==> config.mk <==
export PLATFORM = sky130hd
export DESIGN_NAME = trapezoid_flux_waveform
export DESIGN_NICKNAME = d
export VERILOG_FILES = /design/src/rtl/tfw_pkg.sv /design/src/rtl/tfw_front.sv /design/src/rtl/tfw_queue.sv /design/src/rtl/tfw_back.sv /design/src/rtl/trapezoid_flux_waveform.sv
export SDC_FILE = /design/constraint.sdc
export NUM_CORES = 2
export LEC_CHECK = 0
export BUFFER_PORTS_ARGS = -buffer_cell sky130_fd_sc_hd__buf_4
export CORE_MARGIN = 2
export CORE_UTILIZATION = 55
export CTS_CLUSTER_DIAMETER = 100
export DETAILED_ROUTE_END_ITERATION = 16
export GPL_TIMING_DRIVEN = 1
export PLACE_DENSITY = 0.71
export SLEW_MARGIN = 40
export SYNTH_ARGS = -nofsm -noshare
export SYNTH_HDL_FRONTEND = slang
export SYNTH_SLANG_ARGS = --single-unit
==> constraint.sdc <==
create_clock -name clk -period 72.3 [get_ports clk]
set_clock_uncertainty 0.1 [all_clocks]
set_input_delay 3.615 -clock clk [delete_from_list [all_inputs] [get_ports clk]]
set_output_delay 3.615 -clock clk [all_outputs]
set_load 0.05 [all_outputs]
==> src/rtl/tfw_pkg.sv <==
// Package for the trapezoid flux waveform block: widths, register codes,
// and the word types passed between front end, queue and divider back end.
// No dependencies.
`default_nettype none

package tfw_pkg;

  localparam int PHASE_W = 16;           // input angle width
  localparam int VAL_W   = 15;           // config registers and folded angle
  localparam int OUT_W   = 16;           // signed Q1.14 result
  localparam int NUM_W   = 29;           // product magnitude, max 32767*16384
  localparam int DEN_W   = 15;
  localparam int QUO_W   = 15;           // every quotient stays below 2^15
  localparam int CFG_IDX_W = 2;

  localparam int Q_DEPTH = 4;
  localparam int Q_PTR_W = $clog2(Q_DEPTH);
  localparam int Q_CNT_W = $clog2(Q_DEPTH + 1);

  localparam logic [VAL_W-1:0] QUARTER    = 15'd16384;
  localparam logic [VAL_W-1:0] FULL_SCALE = 15'd16384;

  typedef enum logic [CFG_IDX_W-1:0] {
    CFG_KNEE_LEVEL = 2'd0,
    CFG_RAMP_START = 2'd1,
    CFG_RAMP_END   = 2'd2
  } cfg_idx_t;

  typedef struct packed {
    logic [VAL_W-1:0] knee_level;
    logic [VAL_W-1:0] ramp_start;
    logic [VAL_W-1:0] ramp_end;
  } tfw_cfg_t;

  // after segment selection, before the multiply
  typedef struct packed {
    logic             neg;
    logic             q_neg;
    logic [VAL_W-1:0] base;
    logic [VAL_W-1:0] mul_a;
    logic [VAL_W-1:0] mul_b;
    logic [DEN_W-1:0] den;
  } tfw_mul_t;

  // queued word: result = base +/- num/den, then clamp and sign
  typedef struct packed {
    logic             neg;
    logic             q_neg;
    logic [VAL_W-1:0] base;
    logic [NUM_W-1:0] num;
    logic [DEN_W-1:0] den;
  } tfw_work_t;

  typedef struct packed {
    logic             neg;
    logic             q_neg;
    logic [VAL_W-1:0] base;
    logic [NUM_W-1:0] rem;
    logic [DEN_W-1:0] den;
    logic [QUO_W-1:0] quo;
  } tfw_div_t;

endpackage

`default_nettype wire

==> src/rtl/tfw_front.sv <==
// Front end: folds the angle to a quarter wave, picks the segment and
// forms the numerator product. Two stages. Depends on tfw_pkg.
`default_nettype none

module tfw_front (
  input  logic                            clk,
  input  logic                            rst_n,
  input  tfw_pkg::tfw_cfg_t               cfg,
  input  logic                            in_valid,
  output logic                            in_stall,
  input  logic [tfw_pkg::PHASE_W-1:0]     in_angle_phase,
  input  logic                            q_full,
  output logic                            q_wr_en,
  output tfw_pkg::tfw_work_t              q_wr_data
);
  import tfw_pkg::*;

  logic             front_en;
  logic [1:0]       quad;
  logic [VAL_W-1:0] fold;
  tfw_mul_t         f1_nxt;
  tfw_mul_t         f1_r;
  logic             f1_valid_r;
  tfw_work_t        f2_r;
  logic             f2_valid_r;
  logic [2*VAL_W-1:0] prod;

  // whole front moves together; only a full queue holds it
  assign front_en = !(f2_valid_r && q_full);
  assign in_stall = !front_en;

  assign quad = in_angle_phase[PHASE_W-1:PHASE_W-2];
  assign fold = quad[0] ? (QUARTER - {1'b0, in_angle_phase[PHASE_W-3:0]})
                        : {1'b0, in_angle_phase[PHASE_W-3:0]};

  always_comb begin
    f1_nxt       = '0;
    f1_nxt.neg   = quad[1];
    f1_nxt.den   = DEN_W'(1);
    priority if (fold < cfg.ramp_start) begin
      // flat zero: 0 / 1 + 0
    end else if (fold < cfg.ramp_end) begin
      f1_nxt.mul_a = cfg.knee_level;
      f1_nxt.mul_b = fold - cfg.ramp_start;
      f1_nxt.den   = cfg.ramp_end - cfg.ramp_start;
    end else if (cfg.ramp_end >= QUARTER) begin
      // empty last segment gives the knee level
      f1_nxt.base  = cfg.knee_level;
    end else begin
      f1_nxt.base  = cfg.knee_level;
      f1_nxt.q_neg = (cfg.knee_level > FULL_SCALE);
      f1_nxt.mul_a = f1_nxt.q_neg ? (cfg.knee_level - FULL_SCALE)
                                  : (FULL_SCALE - cfg.knee_level);
      f1_nxt.mul_b = fold - cfg.ramp_end;
      f1_nxt.den   = QUARTER - cfg.ramp_end;
    end
  end

  assign prod = f1_r.mul_a * f1_r.mul_b;

  always_ff @(posedge clk) begin
    if (!rst_n) begin
      f1_valid_r <= 1'b0;
      f2_valid_r <= 1'b0;
    end else if (front_en) begin
      f1_valid_r <= in_valid;
      f2_valid_r <= f1_valid_r;
    end
  end

  always_ff @(posedge clk) begin
    if (front_en) begin
      f1_r       <= f1_nxt;
      f2_r.neg   <= f1_r.neg;
      f2_r.q_neg <= f1_r.q_neg;
      f2_r.base  <= f1_r.base;
      f2_r.num   <= prod[NUM_W-1:0];
      f2_r.den   <= f1_r.den;
    end
  end

  assign q_wr_en   = f2_valid_r && front_en;
  assign q_wr_data = f2_r;

  a_stall_needs_word: assert property (@(posedge clk) disable iff (!rst_n)
    in_stall |-> (f2_valid_r && q_full))
    else $error("front stalled without a blocked word");

endmodule

`default_nettype wire

==> src/rtl/tfw_queue.sv <==
// Short register FIFO between front end and divider back end.
// Depends on tfw_pkg.
`default_nettype none

module tfw_queue (
  input  logic               clk,
  input  logic               rst_n,
  input  logic               wr_en,
  input  tfw_pkg::tfw_work_t wr_data,
  output logic               full,
  input  logic               rd_en,
  output tfw_pkg::tfw_work_t rd_data,
  output logic               empty
);
  import tfw_pkg::*;

  tfw_work_t            mem_r [Q_DEPTH];
  logic [Q_PTR_W-1:0]   wr_ptr_r;
  logic [Q_PTR_W-1:0]   rd_ptr_r;
  logic [Q_CNT_W-1:0]   count_r;
  logic [Q_CNT_W-1:0]   count_nxt;

  assign full    = (count_r == Q_CNT_W'(Q_DEPTH));
  assign empty   = (count_r == '0);
  assign rd_data = mem_r[rd_ptr_r];

  always_comb begin
    count_nxt = count_r;
    unique case ({wr_en, rd_en})
      2'b10:   count_nxt = count_r + 1'b1;
      2'b01:   count_nxt = count_r - 1'b1;
      default: count_nxt = count_r;
    endcase
  end

  always_ff @(posedge clk) begin
    if (!rst_n) begin
      wr_ptr_r <= '0;
      rd_ptr_r <= '0;
      count_r  <= '0;
    end else begin
      if (wr_en) wr_ptr_r <= wr_ptr_r + 1'b1;
      if (rd_en) rd_ptr_r <= rd_ptr_r + 1'b1;
      count_r <= count_nxt;
    end
  end

  always_ff @(posedge clk) begin
    if (wr_en) begin
      mem_r[wr_ptr_r] <= wr_data;
    end
  end

  a_no_overflow: assert property (@(posedge clk) disable iff (!rst_n)
    wr_en |-> !full)
    else $error("queue write while full");

  a_no_underflow: assert property (@(posedge clk) disable iff (!rst_n)
    rd_en |-> !empty)
    else $error("queue read while empty");

endmodule

`default_nettype wire

==> src/rtl/tfw_back.sv <==
// Back end: pipelined restoring divider, one quotient bit per stage,
// then base add, clamp, sign and the output register. Depends on tfw_pkg.
`default_nettype none

module tfw_back (
  input  logic                          clk,
  input  logic                          rst_n,
  input  logic                          q_empty,
  input  tfw_pkg::tfw_work_t            q_rd_data,
  output logic                          q_rd_en,
  output logic                          out_valid,
  input  logic                          out_stall,
  output logic signed [tfw_pkg::OUT_W-1:0] out_flux_value
);
  import tfw_pkg::*;

  localparam int CMP_W = NUM_W + 1;
  localparam int SUM_W = VAL_W + 2;
  localparam logic signed [SUM_W-1:0] POS_LIM = SUM_W'(FULL_SCALE);
  localparam logic signed [SUM_W-1:0] NEG_LIM = -POS_LIM;

  logic                      back_en;
  tfw_div_t                  st_r      [QUO_W+1];
  logic                      st_valid_r[QUO_W+1];
  tfw_div_t                  st_nxt    [QUO_W];
  tfw_div_t                  load;
  logic signed [SUM_W-1:0]   base_s;
  logic signed [SUM_W-1:0]   quo_s;
  logic signed [SUM_W-1:0]   sum;
  logic signed [SUM_W-1:0]   mag;
  logic signed [SUM_W-1:0]   res;
  logic                      out_valid_r;
  logic signed [OUT_W-1:0]   out_flux_value_r;

  assign back_en = !out_valid_r || !out_stall;
  assign q_rd_en = back_en && !q_empty;

  always_comb begin
    load       = '0;
    load.neg   = q_rd_data.neg;
    load.q_neg = q_rd_data.q_neg;
    load.base  = q_rd_data.base;
    load.rem   = q_rd_data.num;
    load.den   = q_rd_data.den;
  end

  // stage s decides quotient bit QUO_W-1-s
  always_comb begin
    logic [CMP_W-1:0] dsh;
    logic             ge;
    for (int s = 0; s < QUO_W; s++) begin
      dsh       = CMP_W'(st_r[s].den) << (QUO_W - 1 - s);
      ge        = ({1'b0, st_r[s].rem} >= dsh);
      st_nxt[s] = st_r[s];
      if (ge) begin
        st_nxt[s].rem                = st_r[s].rem - dsh[NUM_W-1:0];
        st_nxt[s].quo[QUO_W - 1 - s] = 1'b1;
      end
    end
  end

  always_ff @(posedge clk) begin
    if (!rst_n) begin
      for (int i = 0; i <= QUO_W; i++) st_valid_r[i] <= 1'b0;
    end else if (back_en) begin
      st_valid_r[0] <= !q_empty;
      for (int i = 0; i < QUO_W; i++) st_valid_r[i+1] <= st_valid_r[i];
    end
  end

  always_ff @(posedge clk) begin
    if (back_en) begin
      st_r[0] <= load;
      for (int i = 0; i < QUO_W; i++) st_r[i+1] <= st_nxt[i];
    end
  end

  // truncated quotient carries the segment slope sign
  assign base_s = $signed({2'b00, st_r[QUO_W].base});
  assign quo_s  = $signed({2'b00, st_r[QUO_W].quo});
  assign sum    = st_r[QUO_W].q_neg ? (base_s - quo_s) : (base_s + quo_s);

  always_comb begin
    priority if (sum > POS_LIM) begin
      mag = POS_LIM;
    end else if (sum < NEG_LIM) begin
      mag = NEG_LIM;
    end else begin
      mag = sum;
    end
  end

  assign res = st_r[QUO_W].neg ? -mag : mag;

  always_ff @(posedge clk) begin
    if (!rst_n) begin
      out_valid_r <= 1'b0;
    end else if (back_en) begin
      out_valid_r <= st_valid_r[QUO_W];
    end
  end

  always_ff @(posedge clk) begin
    if (back_en) begin
      out_flux_value_r <= res[OUT_W-1:0];
    end
  end

  assign out_valid      = out_valid_r;
  assign out_flux_value = out_flux_value_r;

  a_range: assert property (@(posedge clk) disable iff (!rst_n)
    out_valid_r |-> (out_flux_value_r <= $signed(OUT_W'(FULL_SCALE)) &&
                     out_flux_value_r >= -$signed(OUT_W'(FULL_SCALE))))
    else $error("flux word outside full scale");

  a_hold: assert property (@(posedge clk) disable iff (!rst_n)
    (out_valid_r && out_stall) |=> (st_valid_r[QUO_W] == $past(st_valid_r[QUO_W])))
    else $error("divider moved while output held");

endmodule

`default_nettype wire

==> src/rtl/trapezoid_flux_waveform.sv <==
// Trapezoidal flux waveform generator. One angle word in, one signed
// Q1.14 flux word out per accepted word. Throughput is one word per clock
// while no stall holds the flow. Each word passes two front stages (fold
// and segment pick, then the 15x15 multiply), the four-word queue, sixteen
// divider stages (load plus one quotient bit each) and the output register.
// The restoring divider has 15 quotient-bit stages.
// Registers: 0 knee_level, 1 ramp_start, 2 ramp_end; write them only while
// no word is in flight. Depends on tfw_pkg, tfw_front, tfw_queue, tfw_back.
`default_nettype none

module trapezoid_flux_waveform (
  input  logic                             clk,
  input  logic                             rst_n,
  input  logic                             cfg_wr_en,
  input  logic [tfw_pkg::CFG_IDX_W-1:0]    cfg_index,
  input  logic [tfw_pkg::VAL_W-1:0]        cfg_wr_data,
  input  logic                             in_valid,
  output logic                             in_stall,
  input  logic [tfw_pkg::PHASE_W-1:0]      in_angle_phase,
  output logic                             out_valid,
  input  logic                             out_stall,
  output logic signed [tfw_pkg::OUT_W-1:0] out_flux_value
);
  import tfw_pkg::*;

  tfw_cfg_t  cfg_r;
  logic      q_full;
  logic      q_empty;
  logic      q_wr_en;
  logic      q_rd_en;
  tfw_work_t q_wr_data;
  tfw_work_t q_rd_data;

  always_ff @(posedge clk) begin
    if (!rst_n) begin
      cfg_r.knee_level <= FULL_SCALE;
      cfg_r.ramp_start <= '0;
      cfg_r.ramp_end   <= QUARTER;
    end else if (cfg_wr_en) begin
      unique case (cfg_idx_t'(cfg_index))
        CFG_KNEE_LEVEL: cfg_r.knee_level <= cfg_wr_data;
        CFG_RAMP_START: cfg_r.ramp_start <= cfg_wr_data;
        CFG_RAMP_END:   cfg_r.ramp_end   <= cfg_wr_data;
        default:        ;
      endcase
    end
  end

  tfw_front u_front (
    .clk            (clk),
    .rst_n          (rst_n),
    .cfg            (cfg_r),
    .in_valid       (in_valid),
    .in_stall       (in_stall),
    .in_angle_phase (in_angle_phase),
    .q_full         (q_full),
    .q_wr_en        (q_wr_en),
    .q_wr_data      (q_wr_data)
  );

  tfw_queue u_queue (
    .clk     (clk),
    .rst_n   (rst_n),
    .wr_en   (q_wr_en),
    .wr_data (q_wr_data),
    .full    (q_full),
    .rd_en   (q_rd_en),
    .rd_data (q_rd_data),
    .empty   (q_empty)
  );

  tfw_back u_back (
    .clk            (clk),
    .rst_n          (rst_n),
    .q_empty        (q_empty),
    .q_rd_data      (q_rd_data),
    .q_rd_en        (q_rd_en),
    .out_valid      (out_valid),
    .out_stall      (out_stall),
    .out_flux_value (out_flux_value)
  );

endmodule

`default_nettype wire
==> summary by stage <==
Placed design
The count of buffers added on input and output ports is 55. Before CTS, the worst setup slack after placement is 64.00 ns. The placed instances occupy a cell area of 77300 um2. At the end of routability-driven placement, the weighted congestion stood at 0.901.

The sum of net half-perimeters after detailed placement is 107000 um.

Drt
The average vias per placed instance is 5.59. The number of vias after detailed routing is 43335. After the first detailed-routing iteration, the DRC count stood at 3025. For this run, the detailed router's first-pass iteration total came to 6.

After detailed routing, the number of remaining DRC violations is 0. Once detail routing completed, the nets flagged for antenna violations numbered 0. Dividing the detail-routed wire length by the instance count gives 19.3 um. Wires add up to 150000 um.

Cells and area
The number of antenna cells inserted is 0. The post-route netlist has 8.17% of its cells at a drive strength greater than 1. The layout has 10284 filler cells. The layout-stage area growth over the synthesis result is 10.2%. With fillers left out, the area of the finished cells amounts to 82300 um2.

Summing all multi-input logic gate instances after layout gives 27400 um2. The number of nets in the final layout is 6473. The sequential cells in the finished layout cover a total of 44600 um2.

Die
For this design the top-level I/O count stands at 56. In this run the vertical extent of the chip is 372 um. The width of the chip is 372 um. The floorplan step defined a core boundary enclosing 135000 um2. The initial cell density of the core is 55.3%.

The die footprint is 139000 um2. The number of placement rows is 135.

Timing
Setup violations remaining at the end of the flow were counted as 0. After routing, the total negative slack on setup checks comes to 0 ns. The relative max-transition margin is 38.3%. The final hold violation count is 0. The worst-case setup margin in the final layout is 64.80 ns. The number of pins with negative max-slew slack in the final report is 0.

Based on the critical path, the design can be clocked at up to 133 MHz. Setup repair after global routing left no endpoint under its margin. The minimum period implied by the final worst setup slack is 7.50 ns. At the pin with the least slew margin, the transition time is 0.913 ns.

The part of the cycle the worst path needs is 10.4%.

Synthesis
The netlist uses 90 different library cells. The commonest register cell after synthesis is sky130_fd_sc_hd__edfxtp_1. After synthesis the netlist holds a flip-flop and latch count of 1508.

Ranked by instance count, the synthesized netlist is headed by sky130_fd_sc_hd__edfxtp_1, sky130_fd_sc_hd__inv_1, sky130_fd_sc_hd__nand2_1. The biggest area contributor in the post-synthesis netlist is sky130_fd_sc_hd__edfxtp_1. The cell with the most instances after synthesis is sky130_fd_sc_hd__edfxtp_1. A synthesized cell averages 13.0 um2. The area share of the largest cell type after synthesis is 58.0%. In the synthesized netlist, the number of instances is 5739. For this run, asynchronously set or reset flops after synthesis account for 0%. The cell area that synthesis handed to floorplanning was 74700 um2.

The count of flip-flops with a built-in enable after synthesis is 1442. During synthesis, Yosys emitted a total of 0 warnings. By area the synthesized netlist is led by sky130_fd_sc_hd__edfxtp_1, sky130_fd_sc_hd__ha_1, sky130_fd_sc_hd__fa_1. The fraction of the yosys area taken by sequential cells is 59.8%. Synthesis produced a netlist with a net count of 6361.

CTS
TritonCTS built the clock tree. After clock tree synthesis, the repair step resized 0 gates. The TritonCTS buffer count is 153. The H-tree level count is 4. The count of buffers added by post-CTS timing repair for setup is 0.

The maximum clock insertion buffer count is 3. The count of clock tree sinks is 1508. The CTS root buffer is sky130_fd_sc_hd__clkbuf_16.

Hold repair after CTS inserted 0 buffers. The clock latency at the later pin of the worst-skew pair is 0.78 ns. After clock tree synthesis, the clock-pin slew on the worst setup and hold paths is 0.06 ns.

Power and ir drop
The switching power total is 1320 uW. The share of total power in the clock network is 20.5%. The areal power density over the cells is 46.3 nW/um2. The share of total power dissipated in sequential elements is 42.4%.

The cell-internal power is 2490 uW. Overall power consumption after layout is estimated at 3810 uW. Across the VDD grid, the largest voltage drop is 0.0000203 V. The leakage power of the design is 0.0328 uW. Combinational logic is responsible for 37.1% of the overall power. The net switching fraction of the power is 34.6%.

Setup path
Along the worst path, the maximum fanout reaches 30. The worst setup path is launched from an input pin. For the worst setup path, the data arrival time is 7.90 ns.

The endpoint class of the critical path is a register. The critical path starts at in_angle_phase[0]. For the worst setup path, the data required time is 72.70 ns. The category of the most critical setup path is in2reg. In this run the critical register-to-register path is launched from u_front.f1_r[35]$_SDFFCE_PP0N_.

Global routing
The initial antenna violation count is 1. The number of global-route vias before repair is 43533. The total overflow left after global routing is 0.

The pin count of the biggest net entering global routing is 159. For this run, the total global-route usage over all layers was measured as 21.8%. The wire length of the first global-routing pass is 235000 um.

Flow run
The number of maximum-capacitance violations is 0.

Hold path
The worst hold path begins at u_back.st_r[14][62]$_DFFE_PN_. The path class of the tightest hold or removal check is reg2reg.

Status
The flow ran to the end, and the final reports show no timing, DRC or antenna violations.
==> critical path, stage by stage <==
cell                      delay, ns
sky130_fd_sc_hd__buf_4         0.11
sky130_fd_sc_hd__inv_1         0.11
sky130_fd_sc_hd__ha_1          0.17
sky130_fd_sc_hd__nand2_1       0.06
sky130_fd_sc_hd__or3_1         0.35
sky130_fd_sc_hd__or3_1         0.40
sky130_fd_sc_hd__o31ai_1       0.25
sky130_fd_sc_hd__xnor2_1       0.25
sky130_fd_sc_hd__ha_1          0.37
sky130_fd_sc_hd__a21oi_1       0.18
sky130_fd_sc_hd__nand2_1       0.06
sky130_fd_sc_hd__o21ai_0       0.40
sky130_fd_sc_hd__o21a_1        0.65
sky130_fd_sc_hd__buf_4         0.43
sky130_fd_sc_hd__nor2_1        0.24
sky130_fd_sc_hd__and2_1        0.22
==> registers in the layout (all words and copies together) (netlist names), named ones only <==
name and count:
cfg_r 45, u_back.out_flux_value 16, u_back.out_valid 1, u_back.st_r 1052, u_back.st_valid_r 16, u_front.f1_r 62, u_front.f1_valid_r 1, u_front.f2_valid_r 1
u_front.q_wr_data 61, u_queue.count_r 3, u_queue.mem_r 244, u_queue.rd_ptr_r 2, u_queue.wr_ptr_r 2
==> final cells by class <==
cell class,count,share of cell area (%)
Clock buffer,195,5.02
Inverter,591,2.71
Multi-Input combinational cell,3508,33.2
Timing Repair Buffer,89,1.03
Clock inverter,79,1.07
Tap cell,1781,2.71
Sequential cell,1508,54.2
==> cells in the final DEF (no fill, tap or decap), types with 73 or more instances in the layout <==
| master | instances |
|---|---|
| sky130_fd_sc_hd__o21ai_0 | 182 |
| sky130_fd_sc_hd__xor2_1 | 130 |
| sky130_fd_sc_hd__ha_1 | 398 |
| sky130_fd_sc_hd__nor2_1 | 316 |
| sky130_fd_sc_hd__nand3_1 | 73 |
| sky130_fd_sc_hd__a21boi_0 | 77 |
| sky130_fd_sc_hd__a21o_1 | 96 |
| sky130_fd_sc_hd__nand2_1 | 456 |
| sky130_fd_sc_hd__fa_1 | 186 |
| sky130_fd_sc_hd__nor3_1 | 112 |
| sky130_fd_sc_hd__xnor2_1 | 219 |
| sky130_fd_sc_hd__a21oi_1 | 299 |
| sky130_fd_sc_hd__and2_1 | 175 |
| sky130_fd_sc_hd__inv_1 | 587 |
| sky130_fd_sc_hd__edfxtp_1 | 1442 |
| sky130_fd_sc_hd__clkbuf_16 | 158 |
==> stage by stage <==
step           utilization [%]  std cells  hold slack, ns
2_1_floorplan                -       5739           0.300
3_3_place_gp              57.1       7472           0.300
3_5_place_dp              57.2       7476           0.305
4_1_cts                   60.9       7750           0.300
5_1_grt                   60.9       7751           0.306
6_report                  60.9       7751           0.301
==> final timing paths <==
check,endpoint,slack [ns],depth (start not counted)
worst max-delay path,u_front.f1_r[52]$_SDFFCE_PP0N_,64.80,16
worst min-delay path,u_back.st_r[15][62]$_DFFE_PN_,0.30,0
worst max register to register,u_front.q_wr_data[42]$_DFFE_PN_,65.40,23
worst min register to register,u_back.st_r[15][62]$_DFFE_PN_,0.30,0
==> routing by layer <==
layer  global-route usage [%]  up-vias  routed length, um
met1                     26.8    21069              61400
met4                     9.90        0               6860
met5                        0        -                  0
li1                         -    20886                  -
met2                     38.1     1045              75400
met3                     3.23      335               6120
==> cells by family after synthesis <==
kind of cell	after synthesis	synth area share, %
adders and majority gates	584	11.7
DFF	1508	59.8
AOI/OAI and AO/OA	921	7.89
xor gates and xnor gates	349	4.09
muxes	131	2.87
buffers and inverters	723	3.66
and+or+nand+nor	1523	10.1
==> power groups by stage <==
stage	Sequential [uW]	Clock, uW	Combinational, uW
2_1_floorplan	1520	0	1100
3_3_place_gp	1620	0	1360
3_5_place_dp	1630	0	1390
4_1_cts	1620	798	1410
5_1_grt	1650	833	1580
6_report	1620	780	1410
Note: power is estimated with default switching activity, not from simulation.
